===== config.mk =====
export PLATFORM = sky130hd
export DESIGN_NAME = tph_ctrl
export DESIGN_NICKNAME = d
export VERILOG_FILES = /design/src/rtl/core/tph_pkg.sv /design/src/rtl/core/tph_ctrl.sv
export SDC_FILE = /design/constraint.sdc
export NUM_CORES = 1
export LEC_CHECK = 0
export BUFFER_PORTS_ARGS = -buffer_cell sky130_fd_sc_hd__clkbuf_2
export CAP_MARGIN = 20
export CORE_MARGIN = 4
export CORE_UTILIZATION = 43
export CTS_CLUSTER_DIAMETER = 150
export CTS_CLUSTER_SIZE = 28
export DETAILED_ROUTE_END_ITERATION = 10
export PLACE_DENSITY = 0.76
export SETUP_SLACK_MARGIN = 0.05
export SYNTH_ARGS = -nofsm -noshare
export SYNTH_HDL_FRONTEND = slang
export SYNTH_SLANG_ARGS = --single-unit
export TNS_END_PERCENT = 50

===== constraint.sdc =====
create_clock -name clock -period 3.4 [get_ports clock]
set_input_delay 0.51 -clock clock [delete_from_list [all_inputs] [get_ports clock]]
set_output_delay 0.51 -clock clock [all_outputs]
set_load 0.05 [all_outputs]

===== src/rtl/core/tph_pkg.sv =====
// ----------------------------------------------------------------------------
// tph_pkg
// Shared codes, constants and controller/datapath interface types for the
// two-level perfect hash table.
// ----------------------------------------------------------------------------
package tph_pkg;

   localparam int unsigned DefMaxBuckets = 1024;
   localparam int unsigned DefSlotDepth  = 4096;

   localparam logic [2:0] OP_LOOKUP      = 3'd0;
   localparam logic [2:0] OP_INSERT      = 3'd1;
   localparam logic [2:0] OP_ERASE       = 3'd2;
   localparam logic [2:0] OP_LOAD_BUCKET = 3'd3;
   localparam logic [2:0] OP_LOAD_SLOT   = 3'd4;
   localparam logic [2:0] OP_CLEAR       = 3'd5;

   localparam logic [1:0] ST_OK     = 2'd0;
   localparam logic [1:0] ST_EMPTY  = 2'd1;
   localparam logic [1:0] ST_BEYOND = 2'd2;

   localparam logic [1:0] CSR_TOP_MULT    = 2'd0;
   localparam logic [1:0] CSR_TOP_ADD     = 2'd1;
   localparam logic [1:0] CSR_TOP_BUCKETS = 2'd2;

   localparam logic [32:0] HASH_PRIME = 33'h1_0000_000F;
   localparam int unsigned BktWidth   = 32 + 32 + 13 + 12;
   localparam int unsigned SlotWidth  = 32 + 1 + 1;

   typedef struct packed {
      logic       capture;
      logic       lvl;
      logic       mul_en;
      logic       div_start;
      logic       bkt_rd;
      logic       pos_en;
      logic       slot_rd;
      logic       stat_wr;
      logic [1:0] stat_val;
      logic       finish;
      logic       clr_init;
      logic       clr_step;
   } tph_cmd_type;

   typedef struct packed {
      logic div_busy;
      logic clr_last;
      logic bkt_empty;
      logic slot_ok;
   } tph_sts_type;

endpackage


===== src/rtl/core/tph_ctrl.sv =====
// ----------------------------------------------------------------------------
// tph_ctrl
// Sequencer: steps each request through the hash levels and store accesses.
// ----------------------------------------------------------------------------
module tph_ctrl import tph_pkg::*; (
   input  logic        clock,
   input  logic        reset,
   input  logic        req_valid,
   output logic        req_ready,
   input  logic [2:0]  req_op,
   output logic        rsp_valid,
   input  logic        rsp_ready,
   input  tph_sts_type sts,
   output tph_cmd_type cmd
);

   typedef enum logic [3:0] {
      S_IDLE, S_CLEAR, S_MUL, S_RED, S_DIV, S_BKT_RD, S_BKT_CHK, S_POS, S_SLOT_RD,
      S_FINISH
   } state_type;

   state_type state_ff, state_in;
   logic lvl_ff, lvl_in;
   logic clr_rsp_ff, clr_rsp_in;
   logic rsp_valid_ff, rsp_valid_in;

   always_comb begin
      state_in     = state_ff;
      lvl_in       = lvl_ff;
      clr_rsp_in   = clr_rsp_ff;
      rsp_valid_in = rsp_valid_ff && !rsp_ready;
      cmd          = '0;
      cmd.lvl      = lvl_ff;
      unique case (state_ff)
         S_IDLE: begin
            if (req_valid) begin
               cmd.capture = 1'b1;
               lvl_in      = 1'b0;
               if (req_op == OP_LOOKUP || req_op == OP_INSERT || req_op == OP_ERASE) begin
                  state_in = S_MUL;
               end else if (req_op == OP_LOAD_SLOT) begin
                  state_in = S_SLOT_RD;
               end else if (req_op == OP_CLEAR) begin
                  cmd.clr_init = 1'b1;
                  clr_rsp_in   = 1'b1;
                  state_in     = S_CLEAR;
               end else begin
                  state_in = S_FINISH;
               end
            end
         end
         S_CLEAR: begin
            cmd.clr_step = 1'b1;
            if (sts.clr_last) begin
               state_in = clr_rsp_ff ? S_FINISH : S_IDLE;
            end
         end
         S_MUL: begin
            cmd.mul_en = 1'b1;
            state_in   = S_RED;
         end
         S_RED: begin
            cmd.div_start = 1'b1;
            state_in      = S_DIV;
         end
         S_DIV: begin
            if (!sts.div_busy) begin
               state_in = lvl_ff ? S_POS : S_BKT_RD;
            end
         end
         S_BKT_RD: begin
            cmd.bkt_rd = 1'b1;
            state_in   = S_BKT_CHK;
         end
         S_BKT_CHK: begin
            if (sts.bkt_empty) begin
               cmd.stat_wr  = 1'b1;
               cmd.stat_val = ST_EMPTY;
               state_in     = S_FINISH;
            end else begin
               lvl_in   = 1'b1;
               state_in = S_MUL;
            end
         end
         S_POS: begin
            cmd.pos_en = 1'b1;
            state_in   = S_SLOT_RD;
         end
         S_SLOT_RD: begin
            if (sts.slot_ok) begin
               cmd.slot_rd = 1'b1;
            end else begin
               cmd.stat_wr  = 1'b1;
               cmd.stat_val = ST_BEYOND;
            end
            state_in = S_FINISH;
         end
         S_FINISH: begin
            if (!rsp_valid_ff || rsp_ready) begin
               cmd.finish   = 1'b1;
               rsp_valid_in = 1'b1;
               clr_rsp_in   = 1'b0;
               state_in     = S_IDLE;
            end
         end
         default: state_in = S_IDLE;
      endcase
   end

   always_ff @(posedge clock) begin
      if (reset) begin
         state_ff     <= S_CLEAR;
         lvl_ff       <= 1'b0;
         clr_rsp_ff   <= 1'b0;
         rsp_valid_ff <= 1'b0;
      end else begin
         state_ff     <= state_in;
         lvl_ff       <= lvl_in;
         clr_rsp_ff   <= clr_rsp_in;
         rsp_valid_ff <= rsp_valid_in;
      end
   end

   assign req_ready = (state_ff == S_IDLE);
   assign rsp_valid = rsp_valid_ff;

endmodule


==> out/qor.txt <==
Fin. max-slew vios: 0
Crit path max-delay family: simple AND/OR/NAND/NOR gates
Remaining antenna violation count: 0
Die Ht: 44.9 um
Worst slew pin tran: 0.605 ns
Syn-to-layout area delta: 22.6%
Crit-path max FO: 13
Largest net degree at the start of global routing: 20
Num CTS Buffers: 3
Std cell rows: 13
Clock slew at reported path FFs: 0.06 ns
GRT Residual Overflow: 0
TNS Setup: 0 ns
Status: finished, final reports clean
Post-CTS Setup Bufs: 0
CP arrival: 1.99 ns
Initial core utilization: 45.1%
Final setup viols: 0
Htree depth: 1
CTS tree: built
Crit-path cells: nor4b_1, nor2b_1, or2_1, clkbuf_2
Netlist cell types: 32
Most common cell after layout, fill and taps aside: clkbuf_2
Syn. warnings: 0
Die ar.: 2020 um2
CP Capture Type: output port
Worst-case vdd ir drop: 0.198 mV
Synthesized area: 587 um2
Fmax: 0.400 GHz
Total Wirelength: 1.54 mm
Dpl hpwl: 1.11 mm
CORE AREA: 1300 um2
Top FF cell, synth: dfxtp_1
Post-synth EDFFs: 0
Initial antenna violation count: 0
WP data required: 2.89 ns
DRC Markers: 0
First-pass GRT wire length: 2.59 mm
CP max stage cell: dfxtp_1
Worst-Skew Late Latency: 0.26 ns
Clock sink count: 7
Hold Buf Count CTS: 0
Nets: 111
Die Wd: 44.9 um
Ant diodes: 0
Sequential cell area: 140 um2
Sequential area share after synthesis: 23.9%
Synthesized netlist cell count: 76
HP Class: flip-flop to flip-flop
Leakage: 0.336 nW
Drt first pass iters: 4
Period utilization: 73.5%
Crit Path Category: flip-flop to output port
Most frequent cells in the layout: clkbuf_2 (25), nor2_1 (9), a21oi_1 (9)
PD cells: 428 nW/um2
Startpoint type of the worst setup path: flip-flop
Resized Gates After CTS: 0
Crit path time final: 2.50 ns
Post-Syn Area per Cell: 7.72 um2
Avg WL per Cell: 13.5 um
CP Buf/Inv Count: 1
Net Count, Synth: 87
Via density: 5.66
Share of cells above drive strength 1: 31.3%
Slew HR: 59.6%
GRT Total Usage: 17.0%
IO Pins: 26
GP Congestion: 0.887
Max Cap Viol: 0
Vias in the first global route: 609
Clock Path Buffers: 2
Post-Route Skew: 0.00412 ns
Synth Register Bits: 7
RSZ-0062 raised after global routing: false
CP max stage delay: 0.62 ns
CTS root buffer: clkbuf_4
Port Buffers: 25
Vias: 645
Fin. Hold Viols: 0
FFs w/ async S/R, synth: 0%
DR iter-0 viols: 18
Multi-input logic area: 398 um2
Post-Route Utilization: 55.3%
Fill count: 136
==> final timing paths <==
path                                   from           to  slack (ns)  cells after the start
worst max-delay path            state_ff[3]       cmd[5]        0.90                      4
worst min-delay path              rsp_valid    rsp_valid        0.50                      2
worst max register to register  state_ff[0]  state_ff[0]        1.66                      4
worst min register to register    rsp_valid    rsp_valid        0.50                      2
==> where the power goes <==
group | switching (mW) | internal, mW | total [mW]
Sequential | 0.0213 | 0.0876 | 0.109
Combinational | 0.0781 | 0.0389 | 0.117
Clock | 0.0371 | 0.0452 | 0.0824
==> state kept, by name, indices dropped and copies added (netlist names) <==
register,count
state_ff,4
clr_rsp_ff,1
lvl_ff,1
rsp_valid,1
==> metal layers <==
metal | part of all wire, % | track usage [%] | vias to the layer above
met5 | 0 | 0 | -
met3 | 5.5 | 2.39 | 4
met2 | 50 | 27.7 | 21
li1 | - | - | 323
met1 | 43 | 21.0 | 297
met4 | 1.4 | 9.94 | 0
==> worst register-to-register path, delay by kind of cell, from the launching register on <==
family / cells / cell delay, ns
AOI/OAI and AO/OA: 3 / 0.69
DFF: 1 / 0.69
and+or+nand+nor: 1 / 0.25
==> cell families (layout without fill, tap and decap cells) <==
kind of cell | after synthesis | count (layout) | synth area share, %
adders and majority gates | 1 | 1 | 1.71
muxes | 2 | 2 | 3.41
and+or+nand+nor | 38 | 38 | 42.4
AOI/OAI and AO/OA | 19 | 19 | 20.3
DFF | 7 | 7 | 23.9
buffers and inverters | 9 | 32 | 8.31
==> final cells by class <==
class,count,share of cell area (%)
clock buffer,4,3.65
inverter,3,1.57
multi-input combinational,60,55.3
sequential,7,19.5
tap,15,2.61
timing repair buffer,25,17.4
==> cell usage after synthesis (2+ instances only) <==
| cell type | n | share of area [%] |
|---|---|---|
| a21oi_1 | 9 | 7.7 |
| and3b_1 | 2 | 3.0 |
| buf_2 | 3 | 2.6 |
| buf_4 | 3 | 3.8 |
| dfxtp_1 | 7 | 24 |
| inv_1 | 3 | 1.9 |
| mux2i_1 | 2 | 3.4 |
| nand2b_1 | 4 | 4.3 |
| nand4bb_1 | 2 | 3.8 |
| nor2_1 | 9 | 5.8 |
| nor2b_1 | 4 | 4.3 |
| nor3_1 | 5 | 4.3 |
| nor3b_1 | 2 | 2.6 |
| o21ai_0 | 2 | 1.7 |
| o311ai_1 | 2 | 3.0 |
==> per-stage QoR <==
stage                     hold slack (ns)  power [mW]  instance area, um2  cells  setup slack [ns]
after detailed placement            0.477       0.226                 693    110              1.20
after global placement              0.471       0.225                 693    110              1.21
after floorplan                     0.448       0.200                 587     76             0.422
after CTS                           0.496       0.309                 719    114             0.894
final                               0.500       0.308                 719    114             0.901
after global routing                0.531       0.324                 719    114             0.652
Power figures use the tool's default switching activity.
